File: src/hdl/mexp_pkg.sv
// Shared constants, controller states and command/status types for modular exponentiation.
package mexp_pkg;

   localparam int VAL_W            = 31;
   localparam int EXP_W            = 62;
   localparam int EXP_BITS_DEFAULT = 62;
   localparam int PROD_W           = 2 * VAL_W;
   localparam int CNT_W            = 5;

   localparam logic [VAL_W-1:0] MODULUS_RESET = VAL_W'(1000000007);
   localparam logic [CNT_W-1:0] RED_LAST      = CNT_W'(VAL_W - 1);

   typedef enum logic [2:0] {
      ST_IDLE,
      ST_SCAN,
      ST_MUL_R,
      ST_RED_R,
      ST_MUL_S,
      ST_RED_S,
      ST_DONE
   } state_type;

   typedef struct packed {
      logic load;
      logic mul;
      logic mul_sel_result;
      logic step;
      logic wb_result;
      logic wb_square;
      logic out_load;
   } cmd_type;

   typedef struct packed {
      logic base_bad;
      logic exp_zero;
      logic exp_lsb;
      logic red_last;
   } status_type;

endpackage

File: src/hdl/mexp_ifs.sv
// Valid/ready channel interfaces for the request and response items.
interface mexp_req_if;
   logic                          valid;
   logic                          ready;
   logic [mexp_pkg::VAL_W-1:0]    base;
   logic [mexp_pkg::EXP_W-1:0]    exponent;

   modport source (output valid, output base, output exponent, input ready);
   modport sink   (input valid, input base, input exponent, output ready);
endinterface

interface mexp_rsp_if;
   logic                          valid;
   logic                          ready;
   logic [mexp_pkg::VAL_W-1:0]    power;
   logic                          base_too_large;

   modport source (output valid, output power, output base_too_large, input ready);
   modport sink   (input valid, input power, input base_too_large, output ready);
endinterface

File: src/hdl/mexp_dp.sv
// Datapath: modulus register, operand registers, multiplier and radix-2 remainder unit.
module mexp_dp #(
   parameter int EXP_BITS = mexp_pkg::EXP_BITS_DEFAULT
) (
   input  logic                         clock,
   input  logic                         reset,
   input  logic                         csr_we,
   input  logic [mexp_pkg::VAL_W-1:0]   csr_wdata,
   input  logic [mexp_pkg::VAL_W-1:0]   in_base,
   input  logic [mexp_pkg::EXP_W-1:0]   in_exponent,
   input  mexp_pkg::cmd_type            cmd,
   output mexp_pkg::status_type         status,
   output logic [mexp_pkg::VAL_W-1:0]   out_power,
   output logic                         out_base_too_large
);

   logic [mexp_pkg::VAL_W-1:0]  modulus_ff, modulus_in;
   logic [mexp_pkg::VAL_W-1:0]  result_ff, result_in;
   logic [mexp_pkg::VAL_W-1:0]  square_ff, square_in;
   logic [EXP_BITS-1:0]         exp_ff, exp_in;
   logic                        bad_ff, bad_in;
   logic [mexp_pkg::VAL_W-1:0]  rem_ff, rem_in;
   logic [mexp_pkg::VAL_W-1:0]  low_ff, low_in;
   logic [mexp_pkg::CNT_W-1:0]  cnt_ff, cnt_in;
   logic [mexp_pkg::VAL_W-1:0]  power_ff, power_in;
   logic                        flag_ff, flag_in;

   logic [mexp_pkg::VAL_W-1:0]  mul_a;
   logic [mexp_pkg::PROD_W-1:0] prod;
   logic [mexp_pkg::VAL_W:0]    trial;
   logic [mexp_pkg::VAL_W:0]    trial_sub;
   logic [mexp_pkg::VAL_W-1:0]  rem_next;

   always_ff @(posedge clock) begin
      if (reset) begin
         modulus_ff <= mexp_pkg::MODULUS_RESET;
      end else begin
         modulus_ff <= modulus_in;
      end
   end

   always_ff @(posedge clock) begin
      result_ff <= result_in;
      square_ff <= square_in;
      exp_ff    <= exp_in;
      bad_ff    <= bad_in;
      rem_ff    <= rem_in;
      low_ff    <= low_in;
      cnt_ff    <= cnt_in;
      power_ff  <= power_in;
      flag_ff   <= flag_in;
   end

   assign modulus_in = csr_we ? csr_wdata : modulus_ff;

   assign mul_a     = cmd.mul_sel_result ? result_ff : square_ff;
   assign prod      = mexp_pkg::PROD_W'(mul_a) * mexp_pkg::PROD_W'(square_ff);
   assign trial     = {rem_ff, low_ff[mexp_pkg::VAL_W-1]};
   assign trial_sub = trial - {1'b0, modulus_ff};
   assign rem_next  = (trial >= {1'b0, modulus_ff}) ? trial_sub[mexp_pkg::VAL_W-1:0]
                                                    : trial[mexp_pkg::VAL_W-1:0];

   always_comb begin
      result_in = result_ff;
      square_in = square_ff;
      exp_in    = exp_ff;
      bad_in    = bad_ff;
      rem_in    = rem_ff;
      low_in    = low_ff;
      cnt_in    = cnt_ff;
      power_in  = power_ff;
      flag_in   = flag_ff;
      if (cmd.load) begin
         bad_in    = (in_base >= modulus_ff);
         square_in = in_base;
         result_in = (modulus_ff == mexp_pkg::VAL_W'(1)) ? '0 : mexp_pkg::VAL_W'(1);
         exp_in    = in_exponent[EXP_BITS-1:0];
      end
      if (cmd.mul) begin
         rem_in = prod[mexp_pkg::PROD_W-1:mexp_pkg::VAL_W];
         low_in = prod[mexp_pkg::VAL_W-1:0];
         cnt_in = '0;
      end
      if (cmd.step) begin
         rem_in = rem_next;
         low_in = low_ff << 1;
         cnt_in = cnt_ff + mexp_pkg::CNT_W'(1);
      end
      if (cmd.wb_result) begin
         result_in = rem_next;
      end
      if (cmd.wb_square) begin
         square_in = rem_next;
         exp_in    = exp_ff >> 1;
      end
      if (cmd.out_load) begin
         power_in = bad_ff ? '0 : result_ff;
         flag_in  = bad_ff;
      end
   end

   assign status.base_bad = bad_ff;
   assign status.exp_zero = (exp_ff == '0);
   assign status.exp_lsb  = exp_ff[0];
   assign status.red_last = (cnt_ff == mexp_pkg::RED_LAST);

   assign out_power          = power_ff;
   assign out_base_too_large = flag_ff;

endmodule

File: src/hdl/mexp_ctrl.sv
// Controller: sequences square-and-multiply over the exponent bits and owns the handshakes.
module mexp_ctrl (
   input  logic                  clock,
   input  logic                  reset,
   input  logic                  req_valid,
   output logic                  req_ready,
   output logic                  rsp_valid,
   input  logic                  rsp_ready,
   input  mexp_pkg::status_type  status,
   output mexp_pkg::cmd_type     cmd
);

   mexp_pkg::state_type state_ff, state_in;
   logic                rsp_valid_ff, rsp_valid_in;
   logic                slot_free;

   always_ff @(posedge clock) begin
      if (reset) begin
         state_ff     <= mexp_pkg::ST_IDLE;
         rsp_valid_ff <= 1'b0;
      end else begin
         state_ff     <= state_in;
         rsp_valid_ff <= rsp_valid_in;
      end
   end

   assign slot_free = !rsp_valid_ff || rsp_ready;

   always_comb begin
      state_in = state_ff;
      unique case (state_ff)
         mexp_pkg::ST_IDLE: begin
            if (req_valid) begin
               state_in = mexp_pkg::ST_SCAN;
            end
         end
         mexp_pkg::ST_SCAN: begin
            if (status.base_bad || status.exp_zero) begin
               state_in = mexp_pkg::ST_DONE;
            end else if (status.exp_lsb) begin
               state_in = mexp_pkg::ST_MUL_R;
            end else begin
               state_in = mexp_pkg::ST_MUL_S;
            end
         end
         mexp_pkg::ST_MUL_R: state_in = mexp_pkg::ST_RED_R;
         mexp_pkg::ST_RED_R: begin
            if (status.red_last) begin
               state_in = mexp_pkg::ST_MUL_S;
            end
         end
         mexp_pkg::ST_MUL_S: state_in = mexp_pkg::ST_RED_S;
         mexp_pkg::ST_RED_S: begin
            if (status.red_last) begin
               state_in = mexp_pkg::ST_SCAN;
            end
         end
         mexp_pkg::ST_DONE: begin
            if (slot_free) begin
               state_in = mexp_pkg::ST_IDLE;
            end
         end
         default: state_in = mexp_pkg::ST_IDLE;
      endcase
   end

   always_comb begin
      cmd       = '0;
      req_ready = 1'b0;
      unique case (state_ff)
         mexp_pkg::ST_IDLE: begin
            req_ready = 1'b1;
            cmd.load  = req_valid;
         end
         mexp_pkg::ST_SCAN: ;
         mexp_pkg::ST_MUL_R: begin
            cmd.mul            = 1'b1;
            cmd.mul_sel_result = 1'b1;
         end
         mexp_pkg::ST_RED_R: begin
            cmd.step      = 1'b1;
            cmd.wb_result = status.red_last;
         end
         mexp_pkg::ST_MUL_S: cmd.mul = 1'b1;
         mexp_pkg::ST_RED_S: begin
            cmd.step      = 1'b1;
            cmd.wb_square = status.red_last;
         end
         mexp_pkg::ST_DONE: cmd.out_load = slot_free;
         default: ;
      endcase
   end

   assign rsp_valid_in = cmd.out_load | (rsp_valid_ff & ~rsp_ready);
   assign rsp_valid    = rsp_valid_ff;

endmodule

File: src/hdl/modular_exponentiation.sv
// Top level: base^exponent mod modulus by right-to-left square-and-multiply.
// Each scanned exponent bit takes one multiply (the square) or two (multiply and square);
// scanning stops after the highest set bit.
// A base not below the modulus is answered without any multiply. One item is in work at a time;
// the next is taken while the finished result waits in the output register.
// Each product is reduced by the 31-step radix-2 remainder unit. Synchronous reset sets modulus to 1e9+7.
module modular_exponentiation #(
   parameter int EXP_BITS = mexp_pkg::EXP_BITS_DEFAULT
) (
   input  logic                        clock,
   input  logic                        reset,
   input  logic                        csr_we,
   input  logic [mexp_pkg::VAL_W-1:0]  csr_wdata,
   mexp_req_if.sink                    req,
   mexp_rsp_if.source                  rsp
);

   mexp_pkg::cmd_type    cmd;
   mexp_pkg::status_type status;

   mexp_ctrl u_ctrl (
      .clock     (clock),
      .reset     (reset),
      .req_valid (req.valid),
      .req_ready (req.ready),
      .rsp_valid (rsp.valid),
      .rsp_ready (rsp.ready),
      .status    (status),
      .cmd       (cmd)
   );

   mexp_dp #(
      .EXP_BITS (EXP_BITS)
   ) u_dp (
      .clock              (clock),
      .reset              (reset),
      .csr_we             (csr_we),
      .csr_wdata          (csr_wdata),
      .in_base            (req.base),
      .in_exponent        (req.exponent),
      .cmd                (cmd),
      .status             (status),
      .out_power          (rsp.power),
      .out_base_too_large (rsp.base_too_large)
   );

   a_err_gives_zero: assert property (@(posedge clock) disable iff (reset)
      rsp.valid && rsp.base_too_large |-> rsp.power == '0)
      else $error("error result carries a non-zero power");

   a_busy_after_accept: assert property (@(posedge clock) disable iff (reset)
      req.valid && req.ready |=> !req.ready)
      else $error("new item taken while one is in work");

   a_result_only_when_busy: assert property (@(posedge clock) disable iff (reset)
      $rose(rsp.valid) |-> $past(!req.ready))
      else $error("result raised without an item in work");

endmodule

File: src/flat_wrapper.sv
// flat-port wrapper written by rule: the top's interface ports become plain ports
module modular_exponentiation_flat 
#(
   parameter int EXP_BITS = mexp_pkg::EXP_BITS_DEFAULT
)
  (clock, reset, csr_we, csr_wdata, req_valid, req_base, req_exponent, req_ready, rsp_valid, rsp_power, rsp_base_too_large, rsp_ready);
  mexp_req_if req_i ();
  mexp_rsp_if rsp_i ();
  input  logic clock;
  input  logic reset;
  input  logic csr_we;
  input  logic [mexp_pkg::VAL_W-1:0] csr_wdata;
  input wire logic [$bits(req_i.valid)-1:0] req_valid;
  input wire logic [$bits(req_i.base)-1:0] req_base;
  input wire logic [$bits(req_i.exponent)-1:0] req_exponent;
  output wire logic [$bits(req_i.ready)-1:0] req_ready;
  output wire logic [$bits(rsp_i.valid)-1:0] rsp_valid;
  output wire logic [$bits(rsp_i.power)-1:0] rsp_power;
  output wire logic [$bits(rsp_i.base_too_large)-1:0] rsp_base_too_large;
  input wire logic [$bits(rsp_i.ready)-1:0] rsp_ready;
  assign req_i.valid = req_valid;
  assign req_i.base = req_base;
  assign req_i.exponent = req_exponent;
  assign req_ready = req_i.ready;
  assign rsp_valid = rsp_i.valid;
  assign rsp_power = rsp_i.power;
  assign rsp_base_too_large = rsp_i.base_too_large;
  assign rsp_i.ready = rsp_ready;
  modular_exponentiation #(.EXP_BITS(EXP_BITS)) u_core (.clock(clock), .reset(reset), .csr_we(csr_we), .csr_wdata(csr_wdata), .req(req_i), .rsp(rsp_i));
endmodule
File: config.mk
export PLATFORM = sky130hd
export DESIGN_NAME = modular_exponentiation_flat
export DESIGN_NICKNAME = d
export VERILOG_FILES = /design/src/hdl/mexp_pkg.sv /design/src/hdl/mexp_ifs.sv /design/src/hdl/mexp_dp.sv /design/src/hdl/mexp_ctrl.sv /design/src/hdl/modular_exponentiation.sv /design/src/flat_wrapper.sv
export SDC_FILE = /design/constraint.sdc
export NUM_CORES = 2
export LEC_CHECK = 0
export BUFFER_PORTS_ARGS = -buffer_cell sky130_fd_sc_hd__buf_4
export CAP_MARGIN = 20
export CORE_MARGIN = 2
export CORE_UTILIZATION = 44
export CTS_CLUSTER_DIAMETER = 100
export DETAILED_ROUTE_END_ITERATION = 7
export PLACE_DENSITY = 0.67
export SLEW_MARGIN = 0
export SYNTH_ARGS = -nofsm -noshare
export SYNTH_HDL_FRONTEND = slang
export SYNTH_SLANG_ARGS = --single-unit
export TNS_END_PERCENT = 20
File: constraint.sdc
create_clock -name clock -period 11.6 [get_ports clock]
set_input_delay 0 -clock clock [delete_from_list [all_inputs] [get_ports clock]]
set_output_delay 0 -clock clock [all_outputs]
set_load 0.005 [all_outputs]
==> impl_results.md <==
- Largest stage delay, worst path: 0.67 ns
- Post-DP HPWL: 97,600 um
- CP Launch Type: flop
- Htree depth: 1
- Critical Path Most Common Cell: fa_1
- Die Wd: 322 um
- Critical Path End Type: flop
- Multi-input logic area: 33,000 um2
- Vias: 33,700
- Crit-path slowest cell: nor2b_2
- Arrival @ worst endpoint: 10.63 ns
- Pre-antenna DRT Iters: 6
- Sequential element share of the synthesized area: 16.6%
- Total routed wirelength: 125,000 um
- Final setup vio count: 0
- Tmin final: 10.35 ns
- Area leader, netlist: fa_1
- Period utilization: 89.2%
- Synth top area cells: fa_1, edfxtp_1, ha_1
- Mapped cell area: 44,600 um2
- Least-Margin Pin Slew: 1.06 ns
- TNS Setup: 0 ns
- Initial cell density of the core: 44.5%
- Antenna viol nets, final: 0
- Row count: 116
- Max_slew headroom: 29.2%
- Worst r2r dst: u_core.u_dp.rem_ff[29]
- Clock latency on the worst-skew pair: 0.57 ns
- Post-synth EDFFs: 222
- DRT iter0 DRCs: 2,444
- Core area: 100,000 um2
- Yosys warnings: 0
- Clk slew on worst S/H paths: 0.07 ns
- R2R setup slack: 1.25 ns
- Fmax: 96.6 MHz
- Distinct cells, synth: 79
- Fin. max-slew vios: 0
- Layout area overhead: 11.6%
- Status: finished clean
- Hold Path End: u_core.u_dp.exp_ff[46]
- Avg Synthesized Cell Area: 9.25 um2
- Die height: 322 um
- Most used DFF post-synth: edfxtp_1
- Yosys top cell area share: 37.6%
- Final Skew: 0.0200 ns
- GRT Util Overall: 24.5%
- Reg2Reg Launch Point: u_core.u_ctrl.state_ff[1]
- Worst Reg2Reg Path Length in Cells: 28
- TritonCTS clock tree: built
- DRC: 0
- DR vias/cell: 5.29
- Number of global-route vias before repair: 35,800
- Ratio of cells with drive above 1 in the final layout: 6.25%
- CP Max Fanout: 19
- Cts repair resizes: 0
- CTS sink count: 259
- DIE AREA: 104,000 um2
- Nets: 6,291
- Worst endpoint required time: 11.88 ns
- CTS max path bufs: 3
- Min-delay worst type: in -> reg
- Final Hold Fails: 0
- Crit path kind: reg -> reg
- Largest net degree at the start of global routing: 70
- Total grt overflow: 0
- Routability Congestion: 0.921
- RSZ-0062 raised after global routing: no
- Min-delay src: req_exponent[46]
- Top Ports: 163
- Mapped Nets: 6,112
- Synth Register Bits: 259
- TritonCTS buffer count: 24
- FF/Latch Area: 7410 um2
- Global-route wire length before repair: 200,000 um
- Syn Inst Count: 4,826
- Hold Path Depth: 4
- Async S/R FF share, synth: 0%
- Count of input and output buffers: 162
- Initial antenna violation count: 7
- Wire length per cell: 19.5 um
- CTS root buf: clkbuf_16
- Most frequent cells in the layout: nand2_1, fa_1, inv_1, and2_1, ha_1
- Commonest non-fill, non-tap cell in the layout: nand2_1
- Filler cells: 9,128
- Maxcap violations: 0
[state kept, by name, summed over array words and instances (netlist names)]
name and flops:
u_core.u_ctrl.rsp_valid 1, u_core.u_ctrl.state_ff 3, u_core.u_dp.bad_ff 1, u_core.u_dp.cnt_ff 5, u_core.u_dp.exp_ff 62, u_core.u_dp.low_ff 31, u_core.u_dp.modulus_ff 31, u_core.u_dp.out_base_too_large 1
u_core.u_dp.out_power 31, u_core.u_dp.rem_ff 31, u_core.u_dp.result_ff 31, u_core.u_dp.square_ff 31
[critical path: cells and delay by family, from the launching register on]
| kind | cells | cell delay [ns] |
|---|---|---|
| multiplexers | 1 | 0.18 |
| adder cells (fa/ha/maj) | 9 | 4.35 |
| flip-flops | 1 | 0.50 |
| AO/OA/AOI/OAI | 8 | 2.21 |
| buffers and inverters | 4 | 0.90 |
| AND/OR/NAND/NOR | 6 | 1.90 |
[cells in the mapped netlist, drive strengths merged, types with 3 or more instances]
library cell / number
a21oi: 147
or4: 3
and4: 7
dfxtp: 37
buf: 8
o31ai: 4
a211o: 5
o211ai: 25
nor3: 15
clkbuf: 271
ha: 319
nand2: 860
nor2b: 47
nor2: 167
nand4: 32
mux2i: 47
and2: 497
o22ai: 3
and3: 22
xor2: 36
edfxtp: 222
a21o: 44
nand2b: 11
o21ai: 123
inv: 818
fa: 838
a31oi: 21
nand3: 24
nor4: 24
nor4b: 5
o21a: 28
a41oi: 4
xnor2: 48
or2: 5
o21bai: 13
a211oi: 5
o221ai: 3
[layout make-up]
class,count,share of cell area (%)
flip-flops and latches,259,14.9
clock inverters,17,0.422
repair buffers,433,7.52
multi-input cells,3469,66.4
well taps,1357,3.41
diodes,5,0.0251
inverters,818,6.17
clock buffers,27,1.23
[metal layers]
layer	routed length, um	GRT usage (%)	part of all wire [%]
met1	54300	34.0	44
met2	58300	40.4	47
met3	8330	3.03	6.7
met4	3690	6.84	3.0
met5	0	0	0
[per-stage QoR]
step	setup slack [ns]	hold slack, ns	std cells	cell area [um2]	util [%]
global route	0.722	0.239	6385	49800	49.7
floorplan	3.01	0.129	4826	44600	-
CTS	1.35	0.205	6379	49800	49.6
finish	1.25	0.234	6385	49800	49.7
detailed placement	1.44	0.220	6146	47100	46.9
global placement	1.52	0.220	6146	47100	46.9
[kinds of logic after synthesis]
kind of cell,count (synthesis),synth area share (%)
DFF,259,16.6
buffers and inverters,1098,9.42
adders and majority gates,1157,46.5
and+or+nand+nor,1726,18.5
AOI/OAI and AO/OA,454,6.26
xor gates and xnor gates,84,1.65
muxes,48,1.09
[what timing repair did]
| item | CTS | global route |
|---|---|---|
| hold endpoints to repair | 129 | 0 |
| setup buffers | 0 | 0 |
| hold buffers | 189 | 0 |
[worst max-delay path by stage]
stage	startpoint	cells after the start	endpoint	slack, ns
final	u_core.u_ctrl.state_ff[1]	28	u_core.u_dp.rem_ff[29]	1.25
after global routing	u_core.u_ctrl.state_ff[1]	27	u_core.u_dp.rem_ff[29]	0.72
after CTS	u_core.u_ctrl.state_ff[1]	29	u_core.u_dp.rem_ff[28]	1.35
after detailed placement	u_core.u_ctrl.state_ff[1]	29	u_core.u_dp.rem_ff[24]	1.44
after global placement	u_core.u_ctrl.state_ff[1]	29	u_core.u_dp.rem_ff[28]	1.52
after floorplan	u_core.u_ctrl.state_ff[1]	30	u_core.u_dp.rem_ff[28]	3.01
Power is left out: the tool's default activity adds up to more than one toggle a clock period on the data nets, which glitch-free logic cannot reach.
